### src/design/keyed_compacting_entry_list_core_macros.svh
`ifndef KEYED_COMPACTING_ENTRY_LIST_CORE_MACROS_SVH
`define KEYED_COMPACTING_ENTRY_LIST_CORE_MACROS_SVH

// same-cycle implication, clocked by i_clk, off during reset
`define KCEL_ASSERT_IMP(label, ante, cons, msg) \
    label: assert property (@(posedge i_clk) disable iff (!i_rst_n) (ante) |-> (cons)) \
        else $error(msg);

// next-cycle implication, clocked by i_clk, off during reset
`define KCEL_ASSERT_NXT(label, ante, cons, msg) \
    label: assert property (@(posedge i_clk) disable iff (!i_rst_n) (ante) |=> (cons)) \
        else $error(msg);

`endif

### src/design/kcel_pkg.sv
package kcel_pkg;

    typedef struct packed {
        logic [15:0] pidx;
        logic [7:0]  member;
        logic [7:0]  block;
        logic [7:0]  node;
    } t_entry;

    typedef logic [2:0] t_cmd;
    localparam t_cmd CMD_APPEND   = 3'd0;
    localparam t_cmd CMD_FIND     = 3'd1;
    localparam t_cmd CMD_REM_KEY  = 3'd2;
    localparam t_cmd CMD_REM_NODE = 3'd3;
    localparam t_cmd CMD_SHIFT    = 3'd4;
    localparam t_cmd CMD_READ     = 3'd5;
    localparam t_cmd CMD_COUNT    = 3'd6;

    typedef logic [1:0] t_status;
    localparam t_status ST_OK    = 2'd0;
    localparam t_status ST_FULL  = 2'd1;
    localparam t_status ST_RANGE = 2'd2;
    localparam t_status ST_MISS  = 2'd3;

    typedef logic [2:0] t_cell_op;
    localparam t_cell_op CELL_HOLD      = 3'd0;
    localparam t_cell_op CELL_LOAD      = 3'd1;
    localparam t_cell_op CELL_MARK_KEY  = 3'd2;
    localparam t_cell_op CELL_MARK_NODE = 3'd3;
    localparam t_cell_op CELL_SCAN      = 3'd4;
    localparam t_cell_op CELL_DROP      = 3'd5;
    localparam t_cell_op CELL_SHIFT     = 3'd6;
    localparam t_cell_op CELL_ROTATE    = 3'd7;

    typedef struct packed {
        t_cell_op    op;
        t_entry      entry;
        logic [15:0] ref_idx;
        logic [7:0]  shift_amt;
    } t_cell_ctl;

endpackage

### src/design/kcel_ctrl.sv
`include "keyed_compacting_entry_list_core_macros.svh"

module kcel_ctrl #(
    parameter int LIST_DEPTH = 64,
    parameter int CNT_W      = 7
) (
    input  logic                 i_clk,
    input  logic                 i_rst_n,
    input  logic                 i_cfg_wr_en,
    input  logic [6:0]           i_cfg_wr_data,
    input  logic                 i_valid,
    output logic                 o_ready,
    input  kcel_pkg::t_cmd       i_cmd,
    input  kcel_pkg::t_entry     i_key,
    input  logic [15:0]          i_ref_idx,
    input  logic [7:0]           i_shift_amt,
    input  logic [7:0]           i_pos,
    output logic                 o_valid,
    input  logic                 i_ready,
    output kcel_pkg::t_status    o_status,
    output logic [5:0]           o_slot,
    output kcel_pkg::t_entry     o_entry,
    output logic [6:0]           o_count,
    output kcel_pkg::t_cell_ctl  o_ctl,
    output logic [CNT_W-1:0]     o_cnt,
    output logic [CNT_W-1:0]     o_pos,
    input  kcel_pkg::t_entry     i_head_entry,
    input  logic                 i_head_flag
);
    import kcel_pkg::*;

    localparam int MW = (CNT_W > 7) ? CNT_W : 7;
    localparam int SW = (CNT_W > 6) ? CNT_W : 6;
    localparam int PW = (CNT_W > 8) ? CNT_W : 8;
    localparam logic [CNT_W-1:0] DEPTH_CNT = CNT_W'(LIST_DEPTH);
    localparam logic [CNT_W-1:0] LAST_IDX  = CNT_W'(LIST_DEPTH - 1);
    localparam logic [CNT_W-1:0] CNT_ONE   = CNT_W'(1);

    localparam logic [1:0] S_IDLE = 2'd0;
    localparam logic [1:0] S_SCAN = 2'd1;
    localparam logic [1:0] S_ROT  = 2'd2;
    localparam logic [1:0] S_FIN  = 2'd3;

    logic [1:0]       r_state, n_state;
    logic [CNT_W-1:0] r_cnt, n_cnt;
    logic [6:0]       r_cap, n_cap;
    logic [CNT_W-1:0] r_p, n_p;
    logic [CNT_W-1:0] r_j, n_j;
    logic [CNT_W-1:0] r_lim, n_lim;
    logic [CNT_W-1:0] r_rpos, n_rpos;
    t_cmd             r_mode, n_mode;
    t_status          r_status, n_status;
    logic [CNT_W-1:0] r_slot, n_slot;
    t_entry           r_rd, n_rd;
    logic             r_ovalid, n_ovalid;
    t_status          r_o_status, n_o_status;
    logic [5:0]       r_o_slot, n_o_slot;
    t_entry           r_o_entry, n_o_entry;
    logic [6:0]       r_o_count, n_o_count;

    logic             accept;
    logic             full;
    logic [PW-1:0]    pos_ext;
    logic [PW-1:0]    cnt_ext;
    logic [MW-1:0]    cnt_m;
    logic [SW-1:0]    slot_ext;

    assign o_ready  = (r_state == S_IDLE);
    assign accept   = i_valid && o_ready;
    assign pos_ext  = PW'(i_pos);
    assign cnt_ext  = PW'(r_cnt);
    assign cnt_m    = MW'(r_cnt);
    assign full     = (r_cnt >= DEPTH_CNT) || (cnt_m >= MW'(r_cap));
    assign slot_ext = SW'(r_slot);

    always_comb begin
        n_state    = r_state;
        n_cnt      = r_cnt;
        n_cap      = r_cap;
        n_p        = r_p;
        n_j        = r_j;
        n_lim      = r_lim;
        n_rpos     = r_rpos;
        n_mode     = r_mode;
        n_status   = r_status;
        n_slot     = r_slot;
        n_rd       = r_rd;
        n_ovalid   = r_ovalid;
        n_o_status = r_o_status;
        n_o_slot   = r_o_slot;
        n_o_entry  = r_o_entry;
        n_o_count  = r_o_count;

        o_ctl.op        = CELL_HOLD;
        o_ctl.entry     = i_key;
        o_ctl.ref_idx   = i_ref_idx;
        o_ctl.shift_amt = i_shift_amt;

        if (i_cfg_wr_en) begin
            n_cap = i_cfg_wr_data;
        end
        if (r_ovalid && i_ready) begin
            n_ovalid = 1'b0;
        end

        case (r_state)
            S_IDLE: begin
                if (accept) begin
                    n_status = ST_OK;
                    n_slot   = '0;
                    n_rd     = '0;
                    n_mode   = i_cmd;
                    n_p      = '0;
                    n_j      = '0;
                    n_lim    = r_cnt;
                    n_rpos   = pos_ext[CNT_W-1:0];
                    n_state  = S_FIN;
                    case (i_cmd)
                        CMD_APPEND: begin
                            if (full) begin
                                n_status = ST_FULL;
                            end else begin
                                o_ctl.op = CELL_LOAD;
                                n_cnt    = r_cnt + CNT_ONE;
                            end
                        end
                        CMD_FIND, CMD_REM_KEY: begin
                            o_ctl.op = CELL_MARK_KEY;
                            n_state  = S_SCAN;
                        end
                        CMD_REM_NODE: begin
                            o_ctl.op = CELL_MARK_NODE;
                            n_state  = S_SCAN;
                        end
                        CMD_SHIFT: begin
                            o_ctl.op = CELL_SHIFT;
                        end
                        CMD_READ: begin
                            if (pos_ext >= cnt_ext) begin
                                n_status = ST_RANGE;
                            end else begin
                                n_state = S_ROT;
                            end
                        end
                        default: begin
                        end
                    endcase
                end
            end
            S_SCAN: begin
                if (r_j == r_lim) begin
                    if (r_mode != CMD_REM_NODE) begin
                        n_status = ST_MISS;
                    end
                    n_state = S_FIN;
                end else if (i_head_flag) begin
                    if (r_mode == CMD_REM_NODE) begin
                        o_ctl.op = CELL_DROP;
                        n_cnt    = r_cnt - CNT_ONE;
                        n_j      = r_j + CNT_ONE;
                    end else begin
                        n_slot  = r_p;
                        n_state = S_FIN;
                        if (r_mode == CMD_REM_KEY) begin
                            o_ctl.op = CELL_DROP;
                            n_cnt    = r_cnt - CNT_ONE;
                        end
                    end
                end else begin
                    o_ctl.op = CELL_SCAN;
                    n_p      = r_p + CNT_ONE;
                    n_j      = r_j + CNT_ONE;
                end
            end
            S_ROT: begin
                o_ctl.op = CELL_ROTATE;
                if (r_j == r_rpos) begin
                    n_rd = i_head_entry;
                end
                n_j = r_j + CNT_ONE;
                if (r_j == LAST_IDX) begin
                    n_state = S_FIN;
                end
            end
            S_FIN: begin
                if (!r_ovalid || i_ready) begin
                    n_ovalid   = 1'b1;
                    n_o_status = r_status;
                    n_o_slot   = slot_ext[5:0];
                    n_o_entry  = r_rd;
                    n_o_count  = cnt_m[6:0];
                    n_state    = S_IDLE;
                end
            end
            default: begin
                n_state = S_IDLE;
            end
        endcase
    end

    always_ff @(posedge i_clk) begin
        if (!i_rst_n) begin
            r_state  <= S_IDLE;
            r_cnt    <= '0;
            r_cap    <= 7'd64;
            r_ovalid <= 1'b0;
        end else begin
            r_state  <= n_state;
            r_cnt    <= n_cnt;
            r_cap    <= n_cap;
            r_ovalid <= n_ovalid;
        end
    end

    always_ff @(posedge i_clk) begin
        r_p        <= n_p;
        r_j        <= n_j;
        r_lim      <= n_lim;
        r_rpos     <= n_rpos;
        r_mode     <= n_mode;
        r_status   <= n_status;
        r_slot     <= n_slot;
        r_rd       <= n_rd;
        r_o_status <= n_o_status;
        r_o_slot   <= n_o_slot;
        r_o_entry  <= n_o_entry;
        r_o_count  <= n_o_count;
    end

    assign o_valid  = r_ovalid;
    assign o_status = r_o_status;
    assign o_slot   = r_o_slot;
    assign o_entry  = r_o_entry;
    assign o_count  = r_o_count;
    assign o_cnt    = r_cnt;
    assign o_pos    = r_p;

    `KCEL_ASSERT_IMP(a_cnt_bound, 1'b1, r_cnt <= DEPTH_CNT, "entry count above depth")
    `KCEL_ASSERT_IMP(a_scan_ptr, r_state == S_SCAN, (r_p <= r_j) && (r_j <= r_lim), "scan pointers out of order")
    `KCEL_ASSERT_NXT(a_append_grow, accept && (i_cmd == CMD_APPEND) && !full, r_cnt == $past(r_cnt) + CNT_ONE, "append did not grow list")
    `KCEL_ASSERT_IMP(a_rot_bound, r_state == S_ROT, r_j <= LAST_IDX, "rotation past depth")

endmodule

### config.mk
export PLATFORM = sky130hd
export DESIGN_NAME = kcel_ctrl
export DESIGN_NICKNAME = d
export VERILOG_FILES = /design/src/design/kcel_pkg.sv /design/src/design/kcel_ctrl.sv
export VERILOG_INCLUDE_DIRS = /design/src /design/src/design
export SDC_FILE = /design/constraint.sdc
export NUM_CORES = 1
export LEC_CHECK = 0
export BUFFER_PORTS_ARGS = -buffer_cell sky130_fd_sc_hd__clkbuf_2
export CORE_UTILIZATION = 49
export DETAILED_ROUTE_END_ITERATION = 10
export GPL_ROUTABILITY_DRIVEN = 1
export HOLD_SLACK_MARGIN = 0.08
export PLACE_DENSITY = 0.8
export SLEW_MARGIN = 20
export SYNTH_ARGS = -nofsm -noshare
export SYNTH_HDL_FRONTEND = slang
export SYNTH_SLANG_ARGS = --single-unit
### constraint.sdc
create_clock -name i_clk -period 3.9 [get_ports i_clk]
set_input_delay 0.585 -clock i_clk [delete_from_list [all_inputs] [get_ports i_clk]]
set_output_delay 0.585 -clock i_clk [all_outputs]
set_load 0.01 [all_outputs]
Word-level counts from Yosys, hierarchy flattened
Cells that the tools add are included.
{"block": "word_totals", "register_bits": 151, "input_bits": 128, "output_inout_bits": 138, "word_cells": 130}
{"block": "classes", "n_lt_le_gt_ge": 3, "n_reduce_logical": 21, "muxes": 50, "eq_ne": 30, "add_sub_neg": 4}
{"cell": "$mux 7", "count": 13}
{"cell": "$mux 40", "count": 2}
{"cell": "$pmux 40 s2", "count": 1}
{"cell": "$pmux 7 s2", "count": 2}
{"cell": "$add 7x1->7 const B", "count": 3}
{"cell": "$pmux 7 s3", "count": 1}
{"cell": "$mux 2", "count": 10}
{"cell": "$ne 2x2->1 const B", "count": 10}
{"cell": "$mux 6", "count": 3}
{"cell": "$mux 3", "count": 5}
{"cell": "$eq 7x7->1", "count": 2}
{"cell": "$eq 3x2->1 const B", "count": 4}
{"cell": "$ne 3x3->1 const B", "count": 4}
{"cell": "$pmux 2 s2", "count": 3}
{"cell": "$pmux 3 s4", "count": 1}
{"cell": "$pmux 6 s2", "count": 1}
{"cell": "$reduce_and 4->1", "count": 3}
{"cell": "$reduce_and 5->1", "count": 2}
{"cell": "$pmux 3 s3", "count": 1}
{"cell": "$ge 8x7->1", "count": 1}
{"cell": "$pmux 2 s4", "count": 1}
{"cell": "$eq 7x6->1 const B", "count": 1}
{"cell": "$ge 7x7->1", "count": 1}
{"cell": "$ge 7x7->1 const B", "count": 1}
{"cell": "20 further kinds", "count": 32}

Logic depth before layout (Yosys ltp)
Gate-level depths: netlist of the first run.
{"block": "depth", "depth_word": 6, "mapped_depth": 12, "ltp_nobuf": 10}

Worst setup path after synthesis of the first run
Ideal clock, no wire load.
{"block": "synth_timing", "path_type": "input -> register", "start": "in i_ready", "end": "reg r_o_count[0] (netlist: o_count[0]), enable pin", "n_path_buf": 0, "arrival_ns": 3.103, "setup_ns": 0.475, "setup_slack_ns": 0.322, "stages": 2, "required_time_ns": 3.425, "path_cell_list": "nor2b_1 > nor2b_1"}
{"block": "synth_via", "elab_chain_len": 2}
{"item": "start, declared", "line": "kcel_ctrl.sv:19", "rtl": "input logic i_ready,"}
{"item": "$logic_or 1x1->1", "line": "kcel_ctrl.sv:186", "rtl": "if (!r_ovalid || i_ready) begin"}
{"item": "$reduce_and 2->1 (no source line)"}
{"item": "end signal, assigned", "line": "kcel_ctrl.sv:227", "rtl": "r_o_count <= n_o_count;"}
{"item": "end, declared", "line": "kcel_ctrl.sv:59", "rtl": "logic [6:0] r_o_count, n_o_count;"}
No other way between the ends.
A chain may end at the register's enable or synchronous reset.

==> results of run 1 <==
==> power by group through the flow <==
| stage | Sequential (mW) | Combinational (mW) | Clock, mW |
|---|---|---|---|
| 5_1_grt | 2.75 | 1.52 | 1.62 |
| 6_report | 2.70 | 1.36 | 1.53 |
| 2_1_floorplan | 2.71 | 0.964 | 0 |
| 3_5_place_dp | 2.72 | 1.38 | 0 |
| 4_1_cts | 2.70 | 1.38 | 1.56 |
| 3_3_place_gp | 2.69 | 1.32 | 0 |
==> registers in the layout, indices dropped and copies added, names as in the netlist <==
signal / flops
r_cap: 7
r_rd: 40
o_valid: 1
r_mode: 3
o_count: 7
o_status: 2
r_rpos: 7
r_slot: 6
o_entry: 40
r_j: 7
o_pos: 7
r_state: 2
o_cnt: 7
r_status: 2
o_slot: 6
r_lim: 7
==> final cells by class <==
cell class	count	area (um^2)	area share, %
flip-flops and latches	151	4364	56.10
multi-input cells	247	1829	23.52
repair buffers	143	730.7	9.394
clock buffers	18	429.2	5.517
well taps	176	220.2	2.831
clock inverters	14	126.4	1.625
inverters	21	78.83	1.013
==> critical path, stage by stage, from the launching register on <==
cell and delay (ps):
dfxtp_1 410, inv_1 130, ha_1 310, nand2b_4 150
a2111oi_4 400, o31ai_1 150, or3_1 330, a211o_1 260
a21oi_1 130, clkbuf_2 160
==> logic make-up after synthesis <==
kind of cell               after synthesis
adders and majority gates               27
and+or+nand+nor                        131
AOI/OAI and AO/OA                       52
muxes                                   11
buffers and inverters                   98
xor gates and xnor gates                26
DFF                                    151
==> layer usage <==
metal / routed length (um) / GRT usage (%) / up-vias
met2: 6821 / 33.02 / 218
met5: 0 / 0 / -
met4: 499 / 11.25 / 0
met1: 5262 / 21.75 / 1886
met3: 1152 / 6.559 / 43
li1: - / - / 1868
==> worst min path at each step <==
stage                                 from                    end  slack (ps)  depth (start not counted)
floorplan            r_rd[0]$_SDFFCE_PN0P_   o_entry[0]$_DFFE_PP_         400                          0
global placement     r_rd[3]$_SDFFCE_PN0P_   o_entry[3]$_DFFE_PP_         400                          0
detailed placement  r_rd[13]$_SDFFCE_PN0P_  o_entry[13]$_DFFE_PP_         400                          0
CTS                               i_pos[3]    r_rpos[3]$_DFFE_PP_         350                          1
global route                      i_pos[3]    r_rpos[3]$_DFFE_PP_         360                          1
finish                            i_pos[3]    r_rpos[3]$_DFFE_PP_         370                          1
==> cells in the final DEF (no fill, tap or decap), types with 9 or more instances in the layout <==
cell,n
dfxtp_1,17
xnor2_1,17
o21ai_0,9
xor2_1,9
clkbuf_16,17
clkbuf_2,137
a21oi_1,12
edfxtp_1,134
inv_1,21
and2_1,54
ha_1,26
nor2b_1,17
mux2i_1,11
nor2_1,14
nand2_1,18
==> synth_stat cells, types with 2 or more instances <==
cell type	number
nor2b_1	18
a31oi_1	2
or3_1	4
a2111oi_4	2
mux2i_1	11
ha_1	26
nand3_1	8
inv_1	21
xnor2_1	17
nor2_1	14
nand4_1	2
buf_6	2
o21ai_0	9
nand2b_1	2
a211oi_1	2
dfxtp_1	17
nand2_1	18
edfxtp_1	134
clkbuf_1	8
a21oi_1	12
xor2_1	9
o221ai_1	2
and2_1	54
a21boi_0	4
a21o_1	3
nor3_1	4
o21a_1	4
buf_4	65
o211ai_1	3
==> stage by stage <==
stage	util, %	setup WS [ps]
final	58.05	469.6
after global routing	58.05	305.1
after CTS	58.05	445.2
after detailed placement	53.90	914.8
after global placement	53.90	914.8
after floorplan	-	322.2
==> results_dict.tcl, run 1 <==
set metrics [dict create \
    run_status "finished clean" \
    worstPathRequired_ps 3310 \
    dp_hpwl_um 10050 \
    finalSetupViolCount 0 \
    crit_path_start "o_cnt[0]$_SDFFE_PN0P_" \
    synth.area.top_cells "edfxtp_1 59%, buf_4 7.2%, dfxtp_1 5.0%, and2_1 5.0%, ha_1 4.8%" \
    ys_ff_latch 151 \
    die_w_um 119.9 \
    synth_xor_area_share_pct 3.344 \
    synth_compound_area_share_pct 5.714 \
    startpoint_type "register" \
    seq_area_frac_synth_pct 64.08 \
    synth_top_family_by_area "simple AND/OR/NAND/NOR gates" \
    core_area_um2 13400 \
    synthToLayoutAreaGrowth_pct 14.22 \
    place_area_um2 7223 \
    cts_made_buffers 17 \
    clkSlewWorstSetupHoldPaths_ps 60 \
    drc 0 \
    max-slew-margin-rel_pct 35.32 \
    synthArstFlopShare_pct 0 \
    total_power_mw 5.595 \
    synthSimpleGateAreaFrac_pct 10.93 \
    fin_crit_sh_pct 87.96 \
    grt_usage_pct 19.64 \
    min_path_type "in2reg" \
    muxShareOfSynthArea_pct 1.617 \
    timing.rr.end "r_j[3]$_SDFFCE_PN0P_" \
    finalNetCount 736 \
    yosysWarnings 0 \
    tns_ps 0 \
    fmax_ghz 0.2915 \
    synth_ff_type "edfxtp_1" \
    via_count 4015 \
    cts_resized 0 \
    die_y_um 119.9 \
    p_clk_share_pct 27.4 \
    powerDensity_nw_per_um2 719.3 \
    cts_sinks 151 \
    viasPerCell 5.214 \
    dr.first_iter.drc_count 311 \
    postLayoutCellArea_um2 7779 \
    critPathKind "reg2out" \
    clock_latency_ps 420 \
    holdWs_ps 370.8 \
    p_leak_nw 3.090 \
    die_area_um2 14370 \
    min_period_ps 3430 \
    dr.pass1.iters 5 \
    grt_pass1_vias 4027 \
    hold_viol 0 \
    antenna_found_initial 0 \
    root_buffer "clkbuf_16" \
    intPower_mw 3.877 \
    detail-route-antenna-nets 0 \
    synth_edf_count 134 \
    vdd_drop_max_mv 0.3218 \
    cts_tree "done" \
    syn_nets 651 \
    tightest_slew_ps 962.8 \
    sequentialPowerShare_pct 48.3 \
    crit_fanout 6 \
    grt_first_pass_wirelength_um 20850 \
    rows 42 \
    grt_max_degree 49 \
    worstReg2RegStart "r_state[1]$_SDFFE_PN0P_" \
    post_cts_buffers 0 \
    fillCellCount 1053 \
    final_cells 770 \
    cp-end-kind "output port" \
    initial_core_util_pct 50.82 \
    r2r_slack_ps 1070 \
    finalWeightedCongestion 0.8534 \
    slew_viol_final 0 \
    yosys.area.top_type "edfxtp_1" \
    n_antenna_cell 0 \
    cap_violations 0 \
    synthAdderAreaFrac_pct 5.071 \
    port_buffers 137 \
    syn_avg_cell_area_um2 13.73 \
    drive_gt1_share_pct 30.13 \
    cts_buffer_depth 2 \
    combPwrFrac_pct 24.4 \
    synth_cells 496 \
    rsz0062_at_grt "false" \
    wire_per_inst_um 17.84 \
    postCtsHoldBufs 0 \
    htreeDepth 4 \
    crit_end "o_ctl[64]" \
    synth.top_cell.area_share_pct 59.09 \
    yosysUniqueCellTypes 48 \
    grt_overflow 0 \
    dp_cells 738 \
    crit_arrival_ps 2850 \
    io_pins 266 \
    drt_wl_total_um 13740 \
    switchingPower_mw 1.718 \
    reg2regPathDepth 6 \
    syn_area_um2 6810 \
    swShare_pct 30.71 \
    skew_ps 7.583 \
]
No activity file was read; power rests on OpenSTA's default activity.
==> inputs of run 2 (changes only) <==
- CORE_ASPECT_RATIO: unset -> 0.8
==> run 2 against run 1 <==
Combinational power barely moved. Sequential power barely moved. Setup slack improved by 22 ps. First-iteration DRC count fell by 37%. Sequential cell count did not move. Core utilization fell by 0.69 points. Critical endpoint unchanged. Largest cell class unchanged. Global-route usage rose by 0.077 points. Die area barely moved.
==> results_dict.tcl, run 2 (same netlist as run 1, synthesis figures left out) <==
set metrics [dict create \
    post_cts_buffers 0 \
    final_common_cell "clkbuf_2" \
    tns_ps 0 \
    cts_tree "done" \
    hold_viol 0 \
    core_area_um2 13550 \
    combPwrFrac_pct 24.4 \
    io_pins 266 \
    die_w_um 133.8 \
    fmax_ghz 0.2934 \
    detail-route-antenna-nets 0 \
    grt_usage_pct 19.72 \
    cts_resized 0 \
    p_leak_nw 3.097 \
    powerDensity_nw_per_um2 717.7 \
    finalWeightedCongestion 0.8527 \
    wire_per_inst_um 17.65 \
    cts_made_buffers 17 \
    finalNetCount 736 \
    grt_overflow 0 \
    place_area_um2 7228 \
    total_power_mw 5.579 \
    swShare_pct 31.49 \
    die_area_um2 14380 \
    min_period_ps 3408 \
    drt_wl_total_um 13660 \
    postCtsHoldBufs 0 \
    max-slew-margin-rel_pct 35.26 \
    dr.pass1.iters 4 \
    rows 38 \
    clkSlewWorstSetupHoldPaths_ps 60 \
    skew_ps 7.762 \
    root_buffer "clkbuf_16" \
    cts_buffer_depth 2 \
    final_cell_mix "137 x clkbuf_2, 134 x edfxtp_1, 54 x and2_1" \
    drc 0 \
    postLayoutCellArea_um2 7772 \
    dr.first_iter.drc_count 197 \
    fin_crit_sh_pct 87.39 \
    dp_hpwl_um 9922 \
    grt_first_pass_wirelength_um 21090 \
    finalSetupViolCount 0 \
    cts_sinks 151 \
    vdd_drop_max_mv 0.3909 \
    sequentialPowerShare_pct 48.6 \
    run_status "finished clean" \
    n_antenna_cell 0 \
    holdWs_ps 352.1 \
    rsz0062_at_grt "false" \
    cp-end-kind "output port" \
    slew_viol_final 0 \
    tightest_slew_ps 963.6 \
    utilization_pct 57.36 \
    synthToLayoutAreaGrowth_pct 14.13 \
    htreeDepth 4 \
    port_buffers 137 \
    grt_max_degree 49 \
    clock_latency_ps 420 \
    antenna_found_initial 0 \
    crit_arrival_ps 2820 \
    critPathKind "reg2out" \
    worstPathRequired_ps 3310 \
    drive_gt1_share_pct 30.47 \
    cap_violations 0 \
    p_clk_share_pct 27.0 \
    switchingPower_mw 1.757 \
    grt_pass1_vias 3949 \
    min_path_type "in2reg" \
    viasPerCell 5.205 \
    die_y_um 107.4 \
    intPower_mw 3.822 \
    crit_fanout 6 \
    startpoint_type "register" \
    initial_core_util_pct 50.26 \
    via_count 4029 \
]
==> run 2: cell count changes in the layout (fill, tap and decap cells not counted), sizes merged <==
| cell | delta |
|---|---|
| bufinv | -1 |
| clkinvlp | -2 |
| inv | +3 |
==> run 2: path summary, 6_finish.rpt <==
| path | from | to | slack, ps | depth (start not counted) |
|---|---|---|---|---|
| worst max-delay path | o_cnt[0]$_SDFFE_PN0P_ | o_ctl[64] | 490 | 9 |
| worst min register to register | r_rd[32]$_SDFFCE_PN0P_ | o_entry[32]$_DFFE_PP_ | 410 | 0 |
| worst max register to register | r_state[1]$_SDFFE_PN0P_ | r_j[4]$_SDFFCE_PN0P_ | 1000 | 7 |
| worst min-delay path | i_pos[0] | r_rpos[0]$_DFFE_PP_ | 350 | 1 |
==> run 2: cell type report <==
cell class | instances | area, um^2
clock buffer | 18 | 429.2
clock inverter | 14 | 115.1
fill | 1104 | 5778
inverter | 21 | 78.83
multi-input combinational | 247 | 1829
sequential | 151 | 4364
tap | 180 | 225.2
timing repair buffer | 143 | 730.7
==> run 2: power by group through the flow <==
stage / clock [mW] / combinational [mW] / sequential, mW
finish: 1.51 / 1.36 / 2.71
global route: 1.60 / 1.52 / 2.76
CTS: 1.53 / 1.37 / 2.71
detailed placement: 0 / 1.36 / 2.75
global placement: 0 / 1.30 / 2.70
floorplan: 0 / 0.964 / 2.71
==> run 2: critical path: stages (launching register included) <==
cell and delay (ps):
dfxtp_1 420, inv_1 130, ha_1 310, nand2b_4 150, a2111oi_4 380, o31ai_1 140, or3_1 330, a211o_1 270
a21oi_1 120, clkbuf_2 150
==> run 2: through the flow <==
step,setup slack (ps),std cells
global placement,958.1,742
finish,491.7,774
CTS,455.5,774
detailed placement,908.8,742
global route,321.9,774
floorplan,322.2,496
==> run 2: per-layer routing <==
| layer | part of all wire (%) | routed length [um] | GRT usage [%] |
|---|---|---|---|
| met3 | 12 | 1578 | 8.945 |
| met1 | 40 | 5531 | 23.84 |
| met5 | 0 | 0 | 0 |
| met4 | 2.9 | 399 | 7.955 |
| met2 | 45 | 6149 | 30.64 |
