File: src/design/keyed_compacting_entry_list_core_macros.svh
`ifndef KEYED_COMPACTING_ENTRY_LIST_CORE_MACROS_SVH
`define KEYED_COMPACTING_ENTRY_LIST_CORE_MACROS_SVH

// same-cycle implication, clocked by i_clk, off during reset
`define KCEL_ASSERT_IMP(label, ante, cons, msg) \
    label: assert property (@(posedge i_clk) disable iff (!i_rst_n) (ante) |-> (cons)) \
        else $error(msg);

// next-cycle implication, clocked by i_clk, off during reset
`define KCEL_ASSERT_NXT(label, ante, cons, msg) \
    label: assert property (@(posedge i_clk) disable iff (!i_rst_n) (ante) |=> (cons)) \
        else $error(msg);

`endif

File: src/design/kcel_pkg.sv
package kcel_pkg;

    typedef struct packed {
        logic [15:0] pidx;
        logic [7:0]  member;
        logic [7:0]  block;
        logic [7:0]  node;
    } t_entry;

    typedef logic [2:0] t_cmd;
    localparam t_cmd CMD_APPEND   = 3'd0;
    localparam t_cmd CMD_FIND     = 3'd1;
    localparam t_cmd CMD_REM_KEY  = 3'd2;
    localparam t_cmd CMD_REM_NODE = 3'd3;
    localparam t_cmd CMD_SHIFT    = 3'd4;
    localparam t_cmd CMD_READ     = 3'd5;
    localparam t_cmd CMD_COUNT    = 3'd6;

    typedef logic [1:0] t_status;
    localparam t_status ST_OK    = 2'd0;
    localparam t_status ST_FULL  = 2'd1;
    localparam t_status ST_RANGE = 2'd2;
    localparam t_status ST_MISS  = 2'd3;

    typedef logic [2:0] t_cell_op;
    localparam t_cell_op CELL_HOLD      = 3'd0;
    localparam t_cell_op CELL_LOAD      = 3'd1;
    localparam t_cell_op CELL_MARK_KEY  = 3'd2;
    localparam t_cell_op CELL_MARK_NODE = 3'd3;
    localparam t_cell_op CELL_SCAN      = 3'd4;
    localparam t_cell_op CELL_DROP      = 3'd5;
    localparam t_cell_op CELL_SHIFT     = 3'd6;
    localparam t_cell_op CELL_ROTATE    = 3'd7;

    typedef struct packed {
        t_cell_op    op;
        t_entry      entry;
        logic [15:0] ref_idx;
        logic [7:0]  shift_amt;
    } t_cell_ctl;

endpackage

File: src/design/kcel_cell.sv
module kcel_cell #(
    parameter int CNT_W    = 7,
    parameter int CELL_IDX = 0
) (
    input  logic               i_clk,
    input  kcel_pkg::t_cell_ctl i_ctl,
    input  logic [CNT_W-1:0]   i_cnt,
    input  logic [CNT_W-1:0]   i_pos,
    input  kcel_pkg::t_entry   i_next_entry,
    input  logic               i_next_flag,
    output kcel_pkg::t_entry   o_entry,
    output logic               o_flag
);
    import kcel_pkg::*;

    localparam logic [CNT_W-1:0] MY_IDX = CNT_W'(CELL_IDX);

    t_entry r_entry, n_entry;
    logic   r_flag, n_flag;
    logic   in_list;

    assign in_list = (MY_IDX < i_cnt);

    always_comb begin
        n_entry = r_entry;
        n_flag  = r_flag;
        case (i_ctl.op)
            CELL_LOAD: begin
                if (MY_IDX == i_cnt) begin
                    n_entry = i_ctl.entry;
                end
            end
            CELL_MARK_KEY: begin
                n_flag = in_list && (r_entry.node == i_ctl.entry.node)
                         && (r_entry.block == i_ctl.entry.block)
                         && (r_entry.member == i_ctl.entry.member);
            end
            CELL_MARK_NODE: begin
                n_flag = in_list && (r_entry.node == i_ctl.entry.node);
            end
            CELL_SCAN: begin
                n_flag = i_next_flag;
            end
            CELL_DROP: begin
                n_flag = i_next_flag;
                if (MY_IDX >= i_pos) begin
                    n_entry = i_next_entry;
                end
            end
            CELL_SHIFT: begin
                if (in_list && (r_entry.pidx >= i_ctl.ref_idx)) begin
                    n_entry.pidx = r_entry.pidx + {{8{i_ctl.shift_amt[7]}}, i_ctl.shift_amt};
                end
            end
            CELL_ROTATE: begin
                n_entry = i_next_entry;
            end
            default: begin
            end
        endcase
    end

    always_ff @(posedge i_clk) begin
        r_entry <= n_entry;
        r_flag  <= n_flag;
    end

    assign o_entry = r_entry;
    assign o_flag  = r_flag;

endmodule

File: config.mk
export PLATFORM = sky130hd
export DESIGN_NAME = kcel_cell
export DESIGN_NICKNAME = d
export VERILOG_FILES = /design/src/design/keyed_compacting_entry_list_core_macros.svh /design/src/design/kcel_pkg.sv /design/src/design/kcel_cell.sv
export SDC_FILE = /design/constraint.sdc
export NUM_CORES = 1
export LEC_CHECK = 0
export ABC_AREA = 0
export BUFFER_PORTS_ARGS = -buffer_cell sky130_fd_sc_hd__buf_2
export CORE_ASPECT_RATIO = 1.75
export CORE_MARGIN = 2
export CORE_UTILIZATION = 45
export CTS_BUF_LIST = sky130_fd_sc_hd__clkbuf_4 sky130_fd_sc_hd__clkbuf_8
export DETAILED_ROUTE_END_ITERATION = 10
export PLACE_DENSITY_LB_ADDON = 0.3
export SYNTH_ARGS = -nofsm -noshare
export SYNTH_HDL_FRONTEND = slang
export SYNTH_SLANG_ARGS = --single-unit
export TNS_END_PERCENT = 1
File: constraint.sdc
create_clock -name i_clk -period 4.4 [get_ports i_clk]
set_clock_uncertainty 0.05 [all_clocks]
set_input_delay 0.88 -clock i_clk [delete_from_list [all_inputs] [get_ports i_clk]]
set_output_delay 0.88 -clock i_clk [all_outputs]
set_load 0.02 [all_outputs]
# ---- Yosys cells after proc, flatten, opt, wreduce, memory -nomap -nowiden
# Cells that the tools add are included.
dict set report totals {
  input_bits 123
  register_bits 41
}
dict set report classes {
  reduce_logical 11
  n_eq_ne 13
  addsub 1
  muxes 6
  order_cmp 3
}
# cell n
set op_table {}
lappend op_table {{40-bit two-way mux} 2}
lappend op_table {{24-bit case mux with 3 select lines} 1}
lappend op_table {{16-bit case mux with 4 select lines} 1}
lappend op_table {{8-bit equality test} 3}
lappend op_table {{16-bit adder} 1}
lappend op_table {{16-bit >= comparator} 1}
lappend op_table {{16-bit two-way mux} 1}
lappend op_table {{3-bit equality test (second input constant)} 4}
lappend op_table {{1-bit by 7-bit >= comparator with 1-bit output (first input constant)} 1}
lappend op_table {{7-bit logical NOT} 1}
lappend op_table {{1-bit by 7-bit less-than comparator with 1-bit output (first input constant)} 1}
lappend op_table {{3-bit by 2-bit equality test with 1-bit output (second input constant)} 2}
lappend op_table {{2-bit inequality test (second input constant)} 3}
lappend op_table {{3-bit nonzero test} 2}
lappend op_table {{1-bit logical AND} 4}
lappend op_table {{4-bit AND reduction} 1}
lappend op_table {{4-bit nonzero test} 1}
lappend op_table {{3-bit by 1-bit equality test with 1-bit output (second input constant)} 1}
lappend op_table {{1-bit case mux with 3 select lines} 1}
lappend op_table {{3-bit AND reduction} 1}
lappend op_table {{2-bit OR reduction} 1}

# ---- Logic depth before layout (Yosys ltp)
# Gate-level depths: netlist of run 1.
dict set report logic_depth {
  word_depth 5
  depth_mapped 8
  mapped_depth_nobuf 8
}

# ---- Worst setup path before layout of run 1
# OpenSTA, ideal clock, no wires.
dict set report synth_timing {
  path_kind {input to register}
  startpoint {input port i_ctl[8] in the netlist's numbering}
  endpoint {register r_entry (netlist bit o_entry[24]) (enable)}
  path_slack_ns 0.942
  required_ns 3.936
  path_buffers 0
  path_stages 7
  arrival_ns 2.994
  path_cell_list {ha_1 nand2b_1 a21oi_1 o21a_1 o21ai_0 a2111oi_0 o31ai_1}
}
dict set report synth_via {
  elab_chain_cells 4
}
# element line
set synth_rtl {}
lappend synth_rtl {{start, declared} kcel_cell.sv:6} ;# input kcel_pkg::t_cell_ctl i_ctl,
lappend synth_rtl {{16-bit >= comparator} kcel_cell.sv:51} ;# if (in_list && (r_entry.pidx >= i_ctl.ref_idx)) begin
lappend synth_rtl {{1-bit logical AND} kcel_cell.sv:51}
lappend synth_rtl {{2-bit inequality test (no line)} -}
lappend synth_rtl {{4-bit AND reduction (no line)} -}
lappend synth_rtl {{end signal, assigned} kcel_cell.sv:64} ;# r_entry <= n_entry;
lappend synth_rtl {{end, declared} kcel_cell.sv:18} ;# t_entry r_entry, n_entry;
# No other way between the ends.
# A chain may end at the register's enable or synchronous reset.

# ---- Worst setup path in the final report of run 1
dict set report layout_timing {
  startpoint {input port i_ctl[14] in the netlist's numbering}
  endpoint {register r_entry (netlist bit o_entry[28]) (enable)}
}
# Same word-level chain as after synthesis.

==> impl_metrics.env, run 1 <==
export IMPL_outcome="complete, no violations"
export IMPL_drive_gt1_frac=0.443
export IMPL_fin_nets=627
export IMPL_drtPass1Iterations=4
export IMPL_holdPathStages=3
export IMPL_synth_flop_cell="edfxtp_1"
export IMPL_synth_most_common_cell="edfxtp_1"
export IMPL_post_drt_wl_per_cell_um=15.5
export IMPL_leakage_uw=0.00197
export IMPL_power_per_cell_area_mw_per_mm2=266
export IMPL_portBuffers=163
export IMPL_route_detailed_drc=0
export IMPL_hold_viol=0
export IMPL_slew_viol_final=0
export IMPL_ir_worst_vdd_mv=0.221
export IMPL_worstSetupStartpointType="primary input"
export IMPL_wl_mm=8.65
export IMPL_synth_top_family_by_area="compound AO/OA/AOI/OAI gates"
export IMPL_yosys_area_top_type_share=0.377
export IMPL_pin_count=164
export IMPL_yosys_register_bits=41
export IMPL_worstHoldEndpoint="o_entry[24]"
export IMPL_synth_commonest_cells="41 x edfxtp_1, 31 x ha_1, 24 x mux2_2, 23 x xnor2_1, 19 x inv_1"
export IMPL_r2r_end="o_entry[28]"
export IMPL_dieArea_mm2=0.00798
export IMPL_die_y_um=117
export IMPL_grt_overflow_total=0
export IMPL_crit_path_end_kind="flop"
export IMPL_timing_hold_ws_ns=0.685
export IMPL_reg2reg_setup_slack_ns=1.58
export IMPL_p_seq_frac=0.424
export IMPL_vias=2996
export IMPL_tightest_slew_ns=0.908
export IMPL_dpl_worst_slack_ns=1.01
export IMPL_cts_buffers=5
export IMPL_fp_coreArea_mm2=0.00713
export IMPL_max_freq_ghz=0.327
export IMPL_drt_iter0_markers=131
export IMPL_clock_sinks=41
export IMPL_seq_area_mm2=0.00123
export IMPL_reg2regPathDepth=7
export IMPL_tns_ns=0
export IMPL_synth_xor_xnor_area_share=0.0966
export IMPL_path_clk_slew_ns=0.08
export IMPL_min_period_over_period=0.695
export IMPL_multi_input_area_mm2=0.00191
export IMPL_min_period_ns=3.06
export IMPL_dieWidth_um=68.4
export IMPL_ys_seq_area_frac=0.377
export IMPL_synth_edf_count=41
export IMPL_cts_buffer_depth=2
export IMPL_p_comb_frac=0.312
export IMPL_critPathRequiredTime_ns=4.40
export IMPL_nFillCells=612
export IMPL_syn_area_per_cell_um2=10.5
export IMPL_max_slew_margin=0.394
export IMPL_cts_resized=0
export IMPL_cts_setup_buffers=0
export IMPL_cts_tree="done"
export IMPL_muxShareOfSynthArea=0.0858
export IMPL_antenna_found_initial=0
export IMPL_insertion_delay_ns=0.30
export IMPL_synth_cell_types=51
export IMPL_netlist_top_cells_area="edfxtp_1 38%, ha_1 12%, mux2_2 8.3%"
export IMPL_yosys_warnings=0
export IMPL_p_clk_frac=0.264
export IMPL_yosysTopAreaCell="edfxtp_1"
export IMPL_synth_simple_area_share=0.0985
export IMPL_grt_pass1_vias=3002
export IMPL_p_sw_uw=339
export IMPL_hold_start="o_entry[24]"
export IMPL_gp_congestion=0.891
export IMPL_synth_compound_area_frac=0.179
export IMPL_grt_total_usage=0.219
export IMPL_fin_ws_ns=1.34
export IMPL_ant_nets=0
export IMPL_rsz0062_at_grt="no"
export IMPL_reg2reg_from="o_entry[30]"
export IMPL_setup_viol=0
export IMPL_antennaDiodeCount=0
export IMPL_critical_path_class="primary input to flop"
export IMPL_fp_row_count=41
export IMPL_grt_max_degree=42
export IMPL_vias_per_cell=5.37
export IMPL_syn_to_final_growth_pct=30.7
export IMPL_syn_cell_area_mm2=0.00327
export IMPL_syn_inst=311
export IMPL_grt_pass1_wl_mm=12.9
export IMPL_initial_utilization=0.458
export IMPL_critPathArrivalTime_ns=3.06
export IMPL_cts_max_level=2
export IMPL_ys_async_sr_fraction=0
export IMPL_p_sw_frac=0.299
export IMPL_startpoint="i_ctl[14]"
export IMPL_clockRootBuffer="clkbuf_8"
export IMPL_syn_num_nets=466
export IMPL_crit_path_max_fanout=13
export IMPL_cts_hold_buffers_added=0
export IMPL_synthAdderAreaFrac=0.125
export IMPL_post_dp_hpwl_mm=7.12
export IMPL_hold_path_class="flop to flop"
export IMPL_maxCapViolCount=0
export IMPL_intPower_uw=794
[logic make-up after synthesis]
kind of cell | Yosys count
multiplexers | 25
flip-flops | 41
adder cells (fa/ha/maj) | 32
AO/OA/AOI/OAI | 82
AND/OR/NAND/NOR | 64
buffers and inverters | 31
XOR/XNOR | 36
[per-layer routing]
| metal | up-vias | wire, um | GRT usage |
|---|---|---|---|
| met5 | - | 0 | 0 |
| met4 | 0 | 245 | 0.0973 |
| met3 | 16 | 645 | 0.0501 |
| met2 | 133 | 4670 | 0.410 |
| met1 | 1355 | 3090 | 0.221 |
| li1 | 1492 | - | - |
[cells in the final DEF (no fill, tap or decap), types with 4 or more instances in the layout]
master / netlist / layout
nor4_1: 5 / 5
o21a_1: 7 / 7
ha_1: 31 / 31
nand2b_1: 4 / 4
a21o_1: 4 / 4
inv_1: 19 / 19
a21oi_1: 15 / 15
clkbuf_8: 0 / 5
mux2_2: 24 / 24
nor3_1: 4 / 4
o21ai_0: 15 / 15
edfxtp_1: 41 / 41
nand4_1: 5 / 5
a22oi_1: 13 / 13
buf_2: 6 / 163
xnor2_1: 23 / 23
nand2_1: 18 / 18
xor2_1: 13 / 13
nor2_1: 13 / 13
[sequential cells by signal, summed over array words and instances, names as in the netlist]
name     flops
o_entry     40
o_flag       1
[metrics by stage]
| stage | power, uW | util | std cells | instance area, um^2 |
|---|---|---|---|---|
| finish | 1130 | 0.598 | 558 | 4270 |
| floorplan | 714 | - | 311 | 3270 |
| global placement | 836 | 0.584 | 551 | 4160 |
| detailed placement | 844 | 0.584 | 551 | 4160 |
| CTS | 1150 | 0.598 | 558 | 4270 |
| global route | 1200 | 0.598 | 558 | 4270 |
[power by group through the flow]
stage / Clock [uW] / Combinational, uW / Sequential, uW
after floorplan: 0 / 199 / 515
after global placement: 0 / 347 / 489
after detailed placement: 0 / 355 / 489
after CTS: 310 / 356 / 481
after global routing: 320 / 394 / 483
final: 300 / 353 / 480
[worst max-delay path, stage by stage]
cell and delay (ns):
buf_2 0.07, inv_1 0.03, ha_1 0.29, a21o_1 0.18, a221oi_1 0.25, o21ai_0 0.18
a2111oi_0 0.67, o31ai_2 0.23, buf_4 0.25
[area by class of cell]
cell class | count | share of cell area
inverter | 19 | 0.0167
sequential | 41 | 0.289
clock buffer | 5 | 0.0161
clock inverter | 2 | 0.00821
tap | 86 | 0.0252
multi-input combinational | 239 | 0.449
timing repair buffer | 166 | 0.196
[worst max path at each step]
| stage | end | depth (start not counted) |
|---|---|---|
| final | o_entry[28] | 9 |
| after detailed placement | o_entry[29] | 9 |
| after CTS | o_entry[29] | 9 |
| after global routing | o_entry[29] | 9 |
| after floorplan | o_entry[24] | 7 |
| after global placement | o_entry[25] | 9 |
Power figures use the tool's default switching activity.
==> run 2, diff against run 1 <==
ABC_AREA = 1   (was 0)
clock period = 3.1 ns   (was 4.4 ns; I/O delays follow)
==> impl_metrics.env, run 2 <==
export IMPL_setup_viol=0
export IMPL_clock_sinks=41
export IMPL_syn_to_final_growth_pct=26.8
export IMPL_nFillCells=773
export IMPL_fin_nets=826
export IMPL_synth_flop_cell="edfxtp_1"
export IMPL_reg2reg_setup_slack_ns=1.01
export IMPL_clockRootBuffer="clkbuf_8"
export IMPL_wl_mm=9.54
export IMPL_antennaDiodeCount=0
export IMPL_crit_path_max_fanout=16
export IMPL_synth_commonest_cells="195 x nand2_1, 73 x inv_1, 41 x edfxtp_1, 34 x nor2_1, 32 x nand3_1"
export IMPL_p_sw_frac=0.346
export IMPL_syn_area_per_cell_um2=7.14
export IMPL_cts_setup_buffers=0
export IMPL_post_drt_wl_per_cell_um=12.5
export IMPL_yosysTopAreaCell="edfxtp_1"
export IMPL_p_seq_frac=0.435
export IMPL_seq_area_mm2=0.00123
export IMPL_dieArea_mm2=0.00881
export IMPL_rsz0062_at_grt="no"
export IMPL_gp_congestion=0.830
export IMPL_final_common_cell="nand2_1"
export IMPL_min_period_over_period=0.673
export IMPL_syn_num_nets=662
export IMPL_p_sw_uw=560
export IMPL_drtPass1Iterations=4
export IMPL_grt_max_degree=49
export IMPL_fp_coreArea_mm2=0.00786
export IMPL_grt_overflow_total=0
export IMPL_critical_path_class="flop to flop"
export IMPL_layout_common_cells="195 x nand2_1, 163 x buf_2, 73 x inv_1, 41 x edfxtp_1, 34 x nor2_1"
export IMPL_cts_buffers=5
export IMPL_synth_cell_types=31
export IMPL_ant_nets=0
export IMPL_cts_hold_buffers_added=0
export IMPL_dieWidth_um=71.8
export IMPL_maxCapViolCount=0
export IMPL_critPathArrivalTime_ns=2.02
export IMPL_grt_pass1_vias=3742
export IMPL_netlist_top_cells_area="edfxtp_1 34%, nand2_1 20%, ha_1 11%"
export IMPL_tns_ns=0
export IMPL_drive_gt1_frac=0.278
export IMPL_cts_max_level=2
export IMPL_syn_inst=507
export IMPL_yosys_area_top_type_share=0.340
export IMPL_insertion_delay_ns=0.30
export IMPL_vias_per_cell=4.95
export IMPL_grt_pass1_wl_mm=15.6
export IMPL_cts_buffer_depth=2
export IMPL_multi_input_area_mm2=0.00204
export IMPL_post_dp_hpwl_mm=8.14
export IMPL_portBuffers=163
export IMPL_initial_utilization=0.461
export IMPL_synth_edf_count=41
export IMPL_tightest_slew_ns=0.480
export IMPL_intPower_uw=1060
export IMPL_hold_path_class="primary input to flop"
export IMPL_p_comb_frac=0.348
export IMPL_route_detailed_drc=0
export IMPL_grt_total_usage=0.223
export IMPL_leakage_uw=0.00258
export IMPL_path_clk_slew_ns=0.08
export IMPL_worstSetupStartpointType="flop"
export IMPL_largest_register_ffs=40
export IMPL_power_per_cell_area_mw_per_mm2=353
export IMPL_max_freq_ghz=0.479
export IMPL_ys_async_sr_fraction=0
export IMPL_yosys_warnings=0
export IMPL_die_y_um=123
export IMPL_min_period_ns=2.09
export IMPL_yosys_register_bits=41
export IMPL_p_clk_frac=0.216
export IMPL_synth_most_common_cell="nand2_1"
export IMPL_antenna_found_initial=0
export IMPL_ir_worst_vdd_mv=0.277
export IMPL_pin_count=164
export IMPL_hold_viol=0
export IMPL_fp_row_count=43
export IMPL_ys_seq_area_frac=0.340
export IMPL_outcome="complete, no violations"
export IMPL_vias=3773
export IMPL_critPathRequiredTime_ns=3.04
export IMPL_slew_viol_final=0
export IMPL_drt_iter0_markers=151
export IMPL_crit_path_end_kind="flop"
export IMPL_cts_resized=0
export IMPL_syn_cell_area_mm2=0.00362
export IMPL_max_slew_margin=0.680
export IMPL_cts_tree="done"
export IMPL_power_uw=1620
==> run 2: cell count changes after synthesis, sizes merged, moves of 9 or more <==
cell and change:
nand3 +28, nor2 +23, xnor2 -17, inv +57, nand2 +179, mux2 -24
a21oi +9
==> run 2: kinds of logic after synthesis <==
group / Yosys count / share of synthesized area
flip-flops: 41 / 0.340
buffers and inverters: 84 / 0.0995
AO/OA/AOI/OAI: 48 / 0.0785
XOR/XNOR: 18 / 0.0436
AND/OR/NAND/NOR: 284 / 0.326
adder cells (fa/ha/maj): 32 / 0.113
==> run 2: final cells by class <==
type,count,area share
clock buffer,6,0.0166
timing repair buffer,165,0.181
multi-input combinational,382,0.445
inverter,76,0.0627
tap,90,0.0245
clock inverter,2,0.00218
sequential,41,0.268
==> run 2: critical path, cell delays in order (launching register included) <==
cell,delay (ns)
edfxtp_1,0.43
ha_1,0.32
nand2_1,0.05
inv_1,0.06
nand2_1,0.06
nand2_1,0.08
nor2_1,0.04
nand2_1,0.12
nand2_1,0.08
nand2_1,0.07
nand2_1,0.05
a21oi_1,0.12
buf_4,0.25
==> run 2: per-layer routing <==
| metal | track usage | wire length [um] |
|---|---|---|
| met1 | 0.221 | 3440 |
| met2 | 0.433 | 5270 |
| met3 | 0.0493 | 584 |
| met4 | 0.0932 | 250 |
| met5 | 0 | 0 |
==> run 2: power by group through the flow <==
| stage | Clock, uW | Combinational, uW | Sequential (uW) |
|---|---|---|---|
| floorplan | 0 | 313 | 766 |
| global placement | 0 | 554 | 716 |
| detailed placement | 0 | 568 | 717 |
| CTS | 360 | 570 | 705 |
| global route | 388 | 641 | 711 |
| finish | 351 | 565 | 705 |
==> run 2: path summary, 6_finish.rpt <==
check | startpoint | endpoint | cells past startpoint
min reg2reg | o_entry[24] | o_entry[24] | 3
min | i_next_entry[10] | o_entry[10] | 3
max reg2reg | o_entry[31] | o_entry[24] | 12
max | o_entry[31] | o_entry[24] | 12
==> run 2: per-stage QoR <==
stage	std cells	worst slack (ns)	area [um^2]	hold WS, ns	utilization
after floorplan	507	0.474	3620	0.749	-
final	762	1.01	4590	0.528	0.584
after global routing	762	0.822	4590	0.533	0.584
after detailed placement	754	0.728	4500	0.685	0.573
after CTS	762	1.01	4590	0.518	0.584
after global placement	754	0.759	4500	0.687	0.573
==> run 3, diff against run 2 <==
ABC_AREA = 0   (was 1)
clock period = 2.15 ns   (was 3.1 ns; I/O delays follow)
==> impl_metrics.env, run 3 (synthesized netlist as in run 1, its figures left out) <==
export IMPL_die_y_um=117
export IMPL_holdPathStages=3
export IMPL_cts_max_level=2
export IMPL_tightest_slew_ns=0.866
export IMPL_multi_input_area_mm2=0.00202
export IMPL_path_clk_slew_ns=0.08
export IMPL_layout_common_cells="163 x buf_2, 43 x buf_4, 41 x edfxtp_1, 25 x ha_1, 24 x mux2_2"
export IMPL_dieArea_mm2=0.00798
export IMPL_antenna_found_initial=0
export IMPL_clock_sinks=41
export IMPL_largest_register_ffs=40
export IMPL_worstPathCellList="buf_4 -> ha_2 -> fa_2 -> a211o_2 -> a2111oi_4 -> o21ai_2 -> nand4_1 -> mux2i_1 -> nand2_1"
export IMPL_met2WireLength_mm=5.29
export IMPL_fp_row_count=41
export IMPL_grt_total_usage=0.233
export IMPL_wl_met1_mm=3.04
export IMPL_ir_worst_vdd_mv=0.369
export IMPL_violations="setup timing"
export IMPL_worstSetupStartpointType="flop"
export IMPL_tns_ns=-7.40
export IMPL_critPathMaxStageDelay_ns=0.41
export IMPL_power_uw=2490
export IMPL_slew_viol_final=0
export IMPL_pin_count=164
export IMPL_initial_utilization=0.458
export IMPL_grt_max_degree=27
export IMPL_routed_top_layer="met4"
export IMPL_seq_area_mm2=0.00123
export IMPL_critical_path_class="flop to flop"
export IMPL_syn_to_final_growth_pct=44.7
export IMPL_grt_overflow_total=0
export IMPL_post_dp_hpwl_mm=7.71
export IMPL_drt_iter0_markers=107
export IMPL_gp_congestion=0.917
export IMPL_vias=3154
export IMPL_portBuffers=163
export IMPL_grt_pass1_wl_mm=13.8
export IMPL_ant_nets=0
export IMPL_post_drt_wl_per_cell_um=15.2
export IMPL_hold_start="i_ctl[48]"
export IMPL_cts_buffers=5
export IMPL_fp_coreArea_mm2=0.00713
export IMPL_power_per_cell_area_mw_per_mm2=526
export IMPL_timing_hold_ws_ns=0.351
export IMPL_min_period_ns=2.64
export IMPL_wl_mm=9.11
export IMPL_utilization=0.663
export IMPL_outcome="complete, but fails checks"
export IMPL_r2r_end="o_entry[38]"
export IMPL_antennaDiodeCount=0
export IMPL_crit_path_max_fanout=3
export IMPL_drtPass1Iterations=4
export IMPL_clockRootBuffer="clkbuf_8"
export IMPL_maxCapViolCount=0
export IMPL_cts_buffer_depth=2
export IMPL_cts_tree="done"
export IMPL_final_common_cell="buf_2"
export IMPL_reg2regPathDepth=9
export IMPL_slowest_stage="edfxtp_1"
export IMPL_final_area_mm2=0.00473
export IMPL_grt_pass1_vias=3232
export IMPL_max_freq_ghz=0.379
export IMPL_post_dp_cell_area_mm2=0.00452
export IMPL_hold_path_class="primary input to flop"
export IMPL_fin_nets=669
export IMPL_setup_viol=22
export IMPL_worstHoldEndpoint="o_entry[24]"
export IMPL_fin_ws_ns=-0.490
export IMPL_hold_viol=0
export IMPL_leakage_uw=0.00219
export IMPL_nFillCells=593
export IMPL_route_met3_wl_um=468
export IMPL_drive_gt1_frac=0.513
export IMPL_rsz0062_at_grt="yes"
export IMPL_insertion_delay_ns=0.30
export IMPL_max_slew_margin=0.423
export IMPL_vias_per_cell=5.25
export IMPL_dieWidth_um=68.4
export IMPL_crit_path_end_kind="flop"
export IMPL_route_detailed_drc=0
export IMPL_reg2reg_from="o_entry[24]"
export IMPL_reg2reg_setup_slack_ns=-0.49
export IMPL_min_period_over_period=1.23
export IMPL_critPathRequiredTime_ns=2.16
export IMPL_critPathArrivalTime_ns=2.65
==> run 3: how the worst max path moves through the flow <==
stage	slack [ns]	startpoint	to
final	-0.49	o_entry[24]	o_entry[38]
after global routing	-0.60	o_entry[24]	o_entry[38]
after CTS	-0.49	o_entry[24]	o_entry[38]
after detailed placement	-0.66	i_ctl[14]	o_entry[24]
after global placement	-0.58	i_ctl[14]	o_entry[24]
after floorplan	-0.33	o_entry[24]	o_entry[38]
==> run 3: worst max-delay path, delay by kind of cell (launching register included) <==
family | cells | cell delay (ns)
AOI/OAI and AO/OA | 3 | 0.84
adders and majority gates | 2 | 0.56
buffers and inverters | 1 | 0.16
DFF | 1 | 0.41
muxes | 1 | 0.19
and+or+nand+nor | 2 | 0.19
==> run 3: layout make-up <==
class	instances	area share
clock buffer	5	0.0146
inverter	19	0.0151
multi-input combinational	239	0.428
sequential	41	0.261
tap	86	0.0228
clock inverter	3	0.00927
timing repair buffer	208	0.249
==> run 3: report_power, final <==
group / switching [uW] / leakage, uW / internal, uW / total, uW
Clock: 297 / 0.0000585 / 348 / 645
Combinational: 422 / 0.00175 / 439 / 861
Sequential: 32.8 / 0.000379 / 946 / 979
==> run 3: through the flow <==
| step | setup slack, ns | std cells |
|---|---|---|
| finish | -0.490 | 601 |
| global route | -0.601 | 601 |
| CTS | -0.491 | 601 |
| detailed placement | -0.657 | 593 |
| global placement | -0.584 | 593 |
| floorplan | -0.331 | 311 |
==> run 3: timing repair <==
action,in CTS,in global routing
setup endpoints to repair,26,51
pin swaps,4,1
setup buffers,0,0
hold buffers,0,0
resized for setup,9,7
==> run 3: layer usage <==
| layer | track usage | up-vias |
|---|---|---|
| met2 | 0.457 | 114 |
| met5 | 0 | - |
| met4 | 0.107 | 0 |
| li1 | - | 1575 |
| met1 | 0.218 | 1445 |
| met3 | 0.0424 | 20 |
